### src/hw/rtl/acv_pkg.sv
// shared types and constants for the ac voltage period classifier
`default_nettype none
package acv_pkg;

  // fixed field widths
  localparam int VAL_W   = 16;
  localparam int SUM_W   = 20;
  localparam int VOLT_W  = 8;
  localparam int IDX_W   = 7;
  localparam int CMD_W   = 2;
  localparam int CFG_IW  = 3;
  localparam int CFG_DW  = 16;

  // input commands
  localparam logic [CMD_W-1:0] CMD_LOAD     = 2'd0;
  localparam logic [CMD_W-1:0] CMD_CAPTURE  = 2'd1;
  localparam logic [CMD_W-1:0] CMD_OVERFLOW = 2'd2;
  localparam logic [CMD_W-1:0] CMD_NO_EDGE  = 2'd3;

  // configuration register indexes
  localparam logic [CFG_IW-1:0] CFG_REF_OFFSET = 3'd0;
  localparam logic [CFG_IW-1:0] CFG_NOMINAL    = 3'd1;
  localparam logic [CFG_IW-1:0] CFG_HIGH_LIMIT = 3'd2;
  localparam logic [CFG_IW-1:0] CFG_LOW_LIMIT  = 3'd3;
  localparam logic [CFG_IW-1:0] CFG_MIN_PERIOD = 3'd4;

  // reset values of the configuration registers
  localparam logic [VOLT_W-1:0] RST_REF_OFFSET = 8'd151;
  localparam logic [VOLT_W-1:0] RST_NOMINAL    = 8'd220;
  localparam logic [VOLT_W-1:0] RST_HIGH_LIMIT = 8'd223;
  localparam logic [VOLT_W-1:0] RST_LOW_LIMIT  = 8'd217;
  localparam logic [VAL_W-1:0]  RST_MIN_PERIOD = 16'd768;

  // reading forced by a timeout event
  localparam logic [VOLT_W-1:0] TIMEOUT_VOLTS = 8'd150;

  // outcome of a table search
  typedef struct packed {
    logic             match;
    logic             rnd_down;
    logic [IDX_W-1:0] idx;
  } srch_res_t;

endpackage
`default_nettype wire

### src/hw/rtl/acv_div.sv
// divide of the window sum by a constant through a scaled reciprocal multiply
`default_nettype none
module acv_div #(
  parameter int DIVISOR = 10
) (
  input  wire logic                      clk,
  input  wire logic                      rst_n,
  input  wire logic                      start,
  input  wire logic [acv_pkg::SUM_W-1:0] dividend,
  output logic                           done,
  output logic [acv_pkg::VAL_W-1:0]      quotient
);
  import acv_pkg::*;

  // reciprocal scaled by 2^SHIFT, rounded up; exact for every SUM_W-bit dividend
  localparam int SHIFT   = SUM_W + $clog2(DIVISOR);
  localparam int RECIP_W = SUM_W + 1;
  localparam int PROD_W  = SUM_W + RECIP_W;
  localparam logic [RECIP_W-1:0] RECIP = RECIP_W'((2 ** SHIFT + DIVISOR - 1) / DIVISOR);

  logic               busy_r;
  logic               done_r;
  logic [SUM_W-1:0]   dvd_r;
  logic [VAL_W-1:0]   q_r;
  logic [PROD_W-1:0]  prod;

  // dividend times the scaled reciprocal
  assign prod = PROD_W'(dvd_r) * PROD_W'(RECIP);

  // control: capture on start, quotient in the cycle after the capture
  always_ff @(posedge clk) begin
    if (!rst_n) begin
      busy_r <= 1'b0;
      done_r <= 1'b0;
    end else begin
      busy_r <= start;
      done_r <= busy_r;
    end
  end

  // datapath
  always_ff @(posedge clk) begin
    if (start) begin
      dvd_r <= dividend;
    end
    if (busy_r) begin
      q_r <= prod[SHIFT +: VAL_W];
    end
  end

  assign done     = done_r;
  assign quotient = q_r;

endmodule
`default_nettype wire

### src/hw/rtl/acv_search.sv
// calibration table memory and sequential first-at-or-above search
`default_nettype none
module acv_search #(
  parameter int TABLE_DEPTH = 100
) (
  input  wire logic                      clk,
  input  wire logic                      rst_n,
  input  wire logic                      wr_en,
  input  wire logic [acv_pkg::IDX_W-1:0] wr_idx,
  input  wire logic [acv_pkg::VAL_W-1:0] wr_data,
  input  wire logic                      start,
  input  wire logic [acv_pkg::VAL_W-1:0] mean,
  output logic                           done,
  output acv_pkg::srch_res_t             res
);
  import acv_pkg::*;

  localparam int ADDR_W = $clog2(TABLE_DEPTH);
  localparam logic [ADDR_W-1:0] LAST = ADDR_W'(TABLE_DEPTH - 1);

  localparam logic [1:0] S_IDLE  = 2'd0;
  localparam logic [1:0] S_PRIME = 2'd1;
  localparam logic [1:0] S_SCAN  = 2'd2;

  logic [VAL_W-1:0]  mem [TABLE_DEPTH];
  logic [VAL_W-1:0]  rd_data_r;
  logic [ADDR_W-1:0] rd_addr;

  logic [1:0]        state_r;
  logic [ADDR_W-1:0] idx_r;
  logic [VAL_W-1:0]  mean_r;
  logic [VAL_W-1:0]  prev_r;
  logic              done_r;
  srch_res_t         res_r;

  logic              hit;
  logic              nearer_below;

  // table memory, one write and one registered read
  always_ff @(posedge clk) begin
    if (wr_en) begin
      mem[wr_idx[ADDR_W-1:0]] <= wr_data;
    end
    rd_data_r <= mem[rd_addr];
  end

  // read one entry ahead while scanning
  assign rd_addr = (state_r == S_SCAN && idx_r != LAST) ? idx_r + ADDR_W'(1) : idx_r;

  // compare current entry and rounding against the one below
  assign hit          = (mean_r <= rd_data_r);
  assign nearer_below = (idx_r != '0) && ((rd_data_r - mean_r) > (mean_r - prev_r));

  // sequencer
  always_ff @(posedge clk) begin
    if (!rst_n) begin
      state_r <= S_IDLE;
      done_r  <= 1'b0;
      idx_r   <= '0;
    end else begin
      done_r <= 1'b0;
      unique case (state_r)
        S_IDLE: begin
          if (start) begin
            idx_r   <= '0;
            state_r <= S_PRIME;
          end
        end
        S_PRIME: begin
          state_r <= S_SCAN;
        end
        S_SCAN: begin
          if (hit || idx_r == LAST) begin
            done_r  <= 1'b1;
            state_r <= S_IDLE;
          end else begin
            idx_r <= idx_r + ADDR_W'(1);
          end
        end
        default: begin
          state_r <= S_IDLE;
        end
      endcase
    end
  end

  // payload
  always_ff @(posedge clk) begin
    if (start && state_r == S_IDLE) begin
      mean_r <= mean;
    end
    if (state_r == S_SCAN) begin
      prev_r         <= rd_data_r;
      res_r.match    <= hit;
      res_r.rnd_down <= hit && nearer_below;
      res_r.idx      <= IDX_W'(idx_r);
    end
  end

  assign done = done_r;
  assign res  = res_r;

endmodule
`default_nettype wire

### src/hw/rtl/ac_voltage_period_classifier_top.sv
// top level: command decode, moving window, sequencer and classification
//
// Usage: items enter on in_valid/in_stall with fields in_cmd, in_index and
// in_value. A table load writes one calibration entry when in_index is below
// TABLE_DEPTH and gives no result; a capture below min_period gives no result.
// A valid capture gives one reading after these steps in order: the
// reciprocal divide by WINDOW_LEN, priming the table read, the scan of
// 1..TABLE_DEPTH table entries at one entry per cycle, and forming and
// classifying the reading.
// A timeout item gives a result of 150 once the output register is free.
// One item is in work at a time; in_stall is high from acceptance until the
// result is placed in the output register. Table loads leave in_stall low.
// Results are held in an output register until out_stall is low; while the
// receiver stalls and a new result is ready, the block waits and holds
// in_stall high. Configuration is written through cfg_we, cfg_index and
// cfg_wdata; the user must write it only while idle, the block itself does
// not enforce this. Synchronous reset clears the window, the flags and the
// configuration to defaults; table contents are undefined until loaded.
`default_nettype none
module ac_voltage_period_classifier_top #(
  parameter int TABLE_DEPTH = 100,
  parameter int WINDOW_LEN  = 10
) (
  input  wire logic                        clk,
  input  wire logic                        rst_n,
  // configuration
  input  wire logic                        cfg_we,
  input  wire logic [acv_pkg::CFG_IW-1:0]  cfg_index,
  input  wire logic [acv_pkg::CFG_DW-1:0]  cfg_wdata,
  // input items
  input  wire logic                        in_valid,
  output logic                             in_stall,
  input  wire logic [acv_pkg::CMD_W-1:0]   in_cmd,
  input  wire logic [acv_pkg::IDX_W-1:0]   in_index,
  input  wire logic [acv_pkg::VAL_W-1:0]   in_value,
  // result items
  output logic                             out_valid,
  input  wire logic                        out_stall,
  output logic [acv_pkg::VOLT_W-1:0]       out_volts,
  output logic                             out_over,
  output logic                             out_under,
  output logic [acv_pkg::VOLT_W-1:0]       out_deviation,
  output logic                             out_overflow_seen,
  output logic                             out_edge_missing_seen
);
  import acv_pkg::*;

  localparam int POS_W = $clog2(WINDOW_LEN);
  localparam logic [POS_W-1:0] POS_LAST = POS_W'(WINDOW_LEN - 1);

  localparam logic [2:0] ST_IDLE = 3'd0;
  localparam logic [2:0] ST_DIV  = 3'd1;
  localparam logic [2:0] ST_SRCH = 3'd2;
  localparam logic [2:0] ST_CLS  = 3'd3;
  localparam logic [2:0] ST_TMO  = 3'd4;

  // configuration registers
  logic [VOLT_W-1:0] ref_offset_r;
  logic [VOLT_W-1:0] nominal_r;
  logic [VOLT_W-1:0] high_limit_r;
  logic [VOLT_W-1:0] low_limit_r;
  logic [VAL_W-1:0]  min_period_r;

  // block state
  logic [2:0]        state_r;
  logic [VAL_W-1:0]  win_r [WINDOW_LEN];
  logic [POS_W-1:0]  pos_r;
  logic [SUM_W-1:0]  sum_r;
  logic [SUM_W-1:0]  sum_nxt;
  logic              over_r;
  logic              under_r;
  logic [VOLT_W-1:0] dev_r;
  logic [1:0]        fault_r;
  logic [VOLT_W-1:0] volts_r;

  // output register
  logic              out_valid_r;
  logic [VOLT_W-1:0] out_volts_r;
  logic              out_over_r;
  logic              out_under_r;
  logic [VOLT_W-1:0] out_dev_r;
  logic [1:0]        out_fault_r;

  logic              accept;
  logic              do_load;
  logic              do_cap;
  logic              do_tmo;
  logic              out_free;
  logic              emit;

  logic              div_done;
  logic [VAL_W-1:0]  div_q;
  logic              srch_done;
  srch_res_t         srch_res;
  logic [VOLT_W-1:0] volts_calc;

  logic              cls_over;
  logic              cls_under;
  logic [VOLT_W-1:0] cls_absdiff;

  // input decode
  assign in_stall = (state_r != ST_IDLE);
  assign accept   = in_valid && !in_stall;
  assign do_load  = accept && (in_cmd == CMD_LOAD) &&
                    ({1'b0, in_index} < (IDX_W+1)'(TABLE_DEPTH));
  assign do_cap   = accept && (in_cmd == CMD_CAPTURE) && (in_value >= min_period_r);
  assign do_tmo   = accept && (in_cmd == CMD_OVERFLOW || in_cmd == CMD_NO_EDGE);
  assign out_free = !out_valid_r || !out_stall;

  // moving sum update
  assign sum_nxt = sum_r - SUM_W'(win_r[pos_r]) + SUM_W'(in_value);

  // configuration writes
  always_ff @(posedge clk) begin
    if (!rst_n) begin
      ref_offset_r <= RST_REF_OFFSET;
      nominal_r    <= RST_NOMINAL;
      high_limit_r <= RST_HIGH_LIMIT;
      low_limit_r  <= RST_LOW_LIMIT;
      min_period_r <= RST_MIN_PERIOD;
    end else if (cfg_we) begin
      unique case (cfg_index)
        CFG_REF_OFFSET: ref_offset_r <= cfg_wdata[VOLT_W-1:0];
        CFG_NOMINAL:    nominal_r    <= cfg_wdata[VOLT_W-1:0];
        CFG_HIGH_LIMIT: high_limit_r <= cfg_wdata[VOLT_W-1:0];
        CFG_LOW_LIMIT:  low_limit_r  <= cfg_wdata[VOLT_W-1:0];
        CFG_MIN_PERIOD: min_period_r <= cfg_wdata;
        default: ;
      endcase
    end
  end

  // divider and table search
  acv_div #(
    .DIVISOR (WINDOW_LEN)
  ) u_div (
    .clk      (clk),
    .rst_n    (rst_n),
    .start    (do_cap),
    .dividend (sum_nxt),
    .done     (div_done),
    .quotient (div_q)
  );

  acv_search #(
    .TABLE_DEPTH (TABLE_DEPTH)
  ) u_search (
    .clk     (clk),
    .rst_n   (rst_n),
    .wr_en   (do_load),
    .wr_idx  (in_index),
    .wr_data (in_value),
    .start   (div_done),
    .mean    (div_q),
    .done    (srch_done),
    .res     (srch_res)
  );

  // reading from search outcome, wraps at 8 bits
  assign volts_calc = srch_res.match ?
                      ref_offset_r + VOLT_W'(srch_res.idx) - VOLT_W'(srch_res.rnd_down) :
                      ref_offset_r + VOLT_W'(TABLE_DEPTH);

  // classification against limits
  assign cls_over    = (volts_r > high_limit_r);
  assign cls_under   = !cls_over && (volts_r < low_limit_r);
  assign cls_absdiff = (volts_r >= nominal_r) ? volts_r - nominal_r : nominal_r - volts_r;
  assign emit        = out_free && (state_r == ST_CLS || state_r == ST_TMO);

  // sequencer and control state
  always_ff @(posedge clk) begin
    if (!rst_n) begin
      state_r     <= ST_IDLE;
      pos_r       <= '0;
      sum_r       <= '0;
      over_r      <= 1'b0;
      under_r     <= 1'b0;
      dev_r       <= '0;
      fault_r     <= '0;
      out_valid_r <= 1'b0;
      for (int i = 0; i < WINDOW_LEN; i++) begin
        win_r[i] <= '0;
      end
    end else begin
      if (out_valid_r && !out_stall) begin
        out_valid_r <= 1'b0;
      end
      unique case (state_r)
        ST_IDLE: begin
          if (do_cap) begin
            sum_r        <= sum_nxt;
            win_r[pos_r] <= in_value;
            pos_r        <= (pos_r == POS_LAST) ? '0 : pos_r + POS_W'(1);
            state_r      <= ST_DIV;
          end else if (do_tmo) begin
            fault_r <= fault_r | ((in_cmd == CMD_OVERFLOW) ? 2'b01 : 2'b10);
            state_r <= ST_TMO;
          end
        end
        ST_DIV: begin
          if (div_done) begin
            state_r <= ST_SRCH;
          end
        end
        ST_SRCH: begin
          if (srch_done) begin
            state_r <= ST_CLS;
          end
        end
        ST_CLS: begin
          if (out_free) begin
            over_r  <= cls_over;
            under_r <= cls_under;
            if (cls_over || cls_under) begin
              dev_r <= cls_absdiff;
            end
            out_valid_r <= 1'b1;
            state_r     <= ST_IDLE;
          end
        end
        ST_TMO: begin
          if (out_free) begin
            out_valid_r <= 1'b1;
            state_r     <= ST_IDLE;
          end
        end
        default: begin
          state_r <= ST_IDLE;
        end
      endcase
    end
  end

  // reading register
  always_ff @(posedge clk) begin
    if (srch_done) begin
      volts_r <= volts_calc;
    end else if (do_tmo) begin
      volts_r <= TIMEOUT_VOLTS;
    end
  end

  // output payload
  always_ff @(posedge clk) begin
    if (emit) begin
      out_volts_r <= volts_r;
      out_fault_r <= fault_r;
      if (state_r == ST_CLS) begin
        out_over_r  <= cls_over;
        out_under_r <= cls_under;
        out_dev_r   <= (cls_over || cls_under) ? cls_absdiff : '0;
      end else begin
        out_over_r  <= over_r;
        out_under_r <= under_r;
        out_dev_r   <= (over_r || under_r) ? dev_r : '0;
      end
    end
  end

  assign out_valid             = out_valid_r;
  assign out_volts             = out_volts_r;
  assign out_over              = out_over_r;
  assign out_under             = out_under_r;
  assign out_deviation         = out_dev_r;
  assign out_overflow_seen     = out_fault_r[0];
  assign out_edge_missing_seen = out_fault_r[1];

endmodule
`default_nettype wire

### config.mk
export PLATFORM = sky130hd
export DESIGN_NAME = ac_voltage_period_classifier_top
export DESIGN_NICKNAME = d
export VERILOG_FILES = /design/src/hw/rtl/acv_pkg.sv /design/src/hw/rtl/acv_div.sv /design/src/hw/rtl/acv_search.sv /design/src/hw/rtl/ac_voltage_period_classifier_top.sv
export SDC_FILE = /design/constraint.sdc
export NUM_CORES = 2
export LEC_CHECK = 0
export BUFFER_PORTS_ARGS = -buffer_cell sky130_fd_sc_hd__buf_4
export CORE_ASPECT_RATIO = 2
export CORE_MARGIN = 2
export CORE_UTILIZATION = 25
export CTS_CLUSTER_SIZE = 20
export DETAILED_ROUTE_END_ITERATION = 7
export HOLD_SLACK_MARGIN = 0.05
export PLACE_DENSITY = 0.4
export REMOVE_ABC_BUFFERS = 1
export SYNTH_ARGS = -nofsm -noshare
export SYNTH_HDL_FRONTEND = slang
export SYNTH_SLANG_ARGS = --single-unit
### constraint.sdc
create_clock -name clk -period 5.7 [get_ports clk]
set_input_delay 0.57 -clock clk [delete_from_list [all_inputs] [get_ports clk]]
set_output_delay 0.57 -clock clk [all_outputs]
set_load 0.03 [all_outputs]
==> results.tsv <==
metric	value	unit
io_buffers	70	
crit_required	6.28	ns
final_cells	12055	
path_class	reg2reg	
synth-compound-area-share	5.27	%
netlist_instances	6345	
die-area	0.380	sq mm
clock_sinks	2081	
fin_crit_sh	109	%
yosysMostFrequentCell	edfxtp_1	
dp.cells	11611	
ys.flop_type	edfxtp_1	
hold_ws	0.164	ns
synth_top_area_share	62.9	%
syn_avg_cell_area	14.8	sq um
slew_violations	0	
yosysWarningCount	0	
violations	negative setup slack	
wl_per_cell	26.7	microns
synth_edf_count	1961	
ant_nets	0	
place_hpwl	227000	microns
fillers	37379	
grt_pass1_vias	58278	
yosysTopAreaCell	edfxtp_1	
grt_start_max_net_pins	101	
status	finished with violations	
synth_seq_area_share	65.5	%
synth_top_family_by_area	multiplexers	
hp-class	in2reg	
final_nets	7441	
place_congestion	0.846	
die_h	869	microns
via_count	54947	
fin_skew	0.0831	ns
cap_violations	0	
path_max_fanout	5	
cts_tree	done	
track_usage	16.7	%
drc	0	
drive_gt1_share	19.4	%
cts_buffers	200	
synth-simple-area-share	7.40	%
cp-start-kind	flip-flop	
htreeDepth	4	
drt_iter0_drc	3428	
synth_seq_cells	2081	
area_growth_syn_to_layout	18.9	%
initial_core_util	25.1	%
cts_buffer_depth	4	
synth_area	0.0936	sq mm
io_pins	71	
critPathSlowestCell	fa_1	
dr.pass1.iters	5	
netlist-cell-type-count	73	
grt_antenna_before_repair	22	
grt_pass1_wl	451000	microns
synth_mux_area_share	10.3	%
power.density	446	mW/mm^2
place_ws	-1.01	ns
root_buffer	clkbuf_16	
fin_ws	-0.491	ns
overflow	0	
crit_path_end_kind	flip-flop	
max_freq	162	MHz
via_per_inst	4.56	
hold_viol	0	
worst_pin_slew	1.30	ns
p_leak	38.8	nW
async_reset_ff_share	0	%
rsz0062_at_grt	true	
synthAdderAreaFrac	7.58	%
path_cells	buf_6 -> ha_4 -> xor2_1 -> ha_1 -> or2_4 -> fa_2 -> fa_1 -> fa_1 -> fa_1 -> ha_4 -> ha_4 -> a21o_1 -> a221oi_4 -> o21ai_2 -> or3_4 -> o221ai_4 -> o211a_4 -> o21ai_2 -> buf_6 -> o41ai_4 -> xnor2_1	
synth_common_cells	edfxtp_1, nand2_1, inv_1	
max_slew_margin	12.6	%
cts.clk_slew.worst_paths	0.07	ns
die_x	437	microns
setup_viol	10	
worst_ir_drop_vdd	0.00127	V
min_period	6.19	ns
netlist_top_cells_area	edfxtp_1, mux4_2, ha_1, nand2_1, mux2i_1	
wirelength	322000	microns
core	0.373	sq mm
critPathMaxStageDelay	0.60	ns
synthXorXnorAreaFrac	0.953	%
worstSkewPairLatency	0.91	ns
rows	317	
cp.arrival	6.77	ns
-- timing repair --
action                                 CTS  global route
resized for setup                       60            66
cloned                                   0             0
setup endpoints to repair               14            15
endpoints found under the hold margin   53             0
setup buffers                           17            17
hold buffers                            18             0
pin swaps                               20            55
-- worst max-delay path: cells and delay by family, from the launching register on --
family	cells	cell delay [ns]
buffers and inverters	2	0.29
DFF	1	0.37
AOI/OAI and AO/OA	7	1.42
and+or+nand+nor	2	0.61
xor gates and xnor gates	2	0.25
adders and majority gates	8	2.97
-- stage by stage --
step	power, W	util [%]	cell area [sq um]	setup TNS [ns]
finish	0.0496	29.9	111000	-2.61
global route	0.0527	29.9	111000	-4.87
CTS	0.0486	29.7	111000	-3.46
detailed placement	0.0333	27.8	104000	-7.11
global placement	0.0334	27.8	104000	-7.35
floorplan	0.0264	-	92300	-453.35
-- kinds of logic (layout without fill, tap and decap cells) --
kind of cell	Yosys count	in the layout
flip-flops	2081	2081
AND/OR/NAND/NOR	1608	1608
AO/OA/AOI/OAI	772	772
buffers and inverters	707	1429
multiplexers	599	599
adder cells (fa/ha/maj)	477	477
XOR/XNOR	101	101
other	0	44
-- report_power, final --
group	switching [W]	internal [W]
clock	0.00606	0.00738
sequential	0.000106	0.0173
combinational	0.00939	0.00941
-- state kept, by name, summed over array words and instances, names as in the netlist, 9 cells and up, named ones only --
name                flops
u_search.prev_r        16
u_search.rd_data_r     16
u_div.dvd_r            20
u_search.mem         1600
sum_r                  20
min_period_r           16
win_r                 256
u_search.res            9
u_search.mean_r        16
u_div.quotient         16
-- routing by layer --
metal	global-route usage, %	wire length [microns]	vias to the layer above
met4	9.58	21000	6
met3	1.51	9100	447
li1	-	-	24806
met5	0	40	-
met2	33.2	183000	1089
met1	16.5	108000	28599
-- cell type report --
type | instances | area, sq um | area share (%)
diodes | 44 | 110 | 0.0989
clock buffers | 239 | 5260 | 4.72
clock inverters | 115 | 1050 | 0.944
inverters | 405 | 1520 | 1.37
multi-input cells | 3557 | 30400 | 27.3
flip-flops and latches | 2081 | 61300 | 55.1
well taps | 4944 | 6190 | 5.56
repair buffers | 670 | 5500 | 4.94
-- final timing paths --
check / start / endpoint / slack, ns / cells after the start
max: u_div.dvd_r[2] / u_div.quotient[15] / -0.49 / 21
min: in_value[1] / u_search.mem[19][1] / 0.16 / 1
max reg2reg: u_div.dvd_r[2] / u_div.quotient[15] / -0.49 / 21
min reg2reg: u_div.quotient[10] / u_search.mean_r[10] / 0.42 / 0
-- placed cells by master (no fill, tap or decap), types with 44 or more instances in the layout --
master	n
a21oi_1	297
a31oi_1	45
a32oi_1	44
buf_4	609
clkbuf_16	204
clkinv_1	44
dfxtp_1	117
diode_2	44
edfxtp_1	1961
fa_1	138
ha_1	289
inv_1	402
mux2i_1	305
mux4_2	292
nand2_1	886
nand3_1	80
nand4_1	63
nor2_1	328
nor2b_1	53
o21ai_0	77
xnor2_1	57
Power figures use the tool's default switching activity.
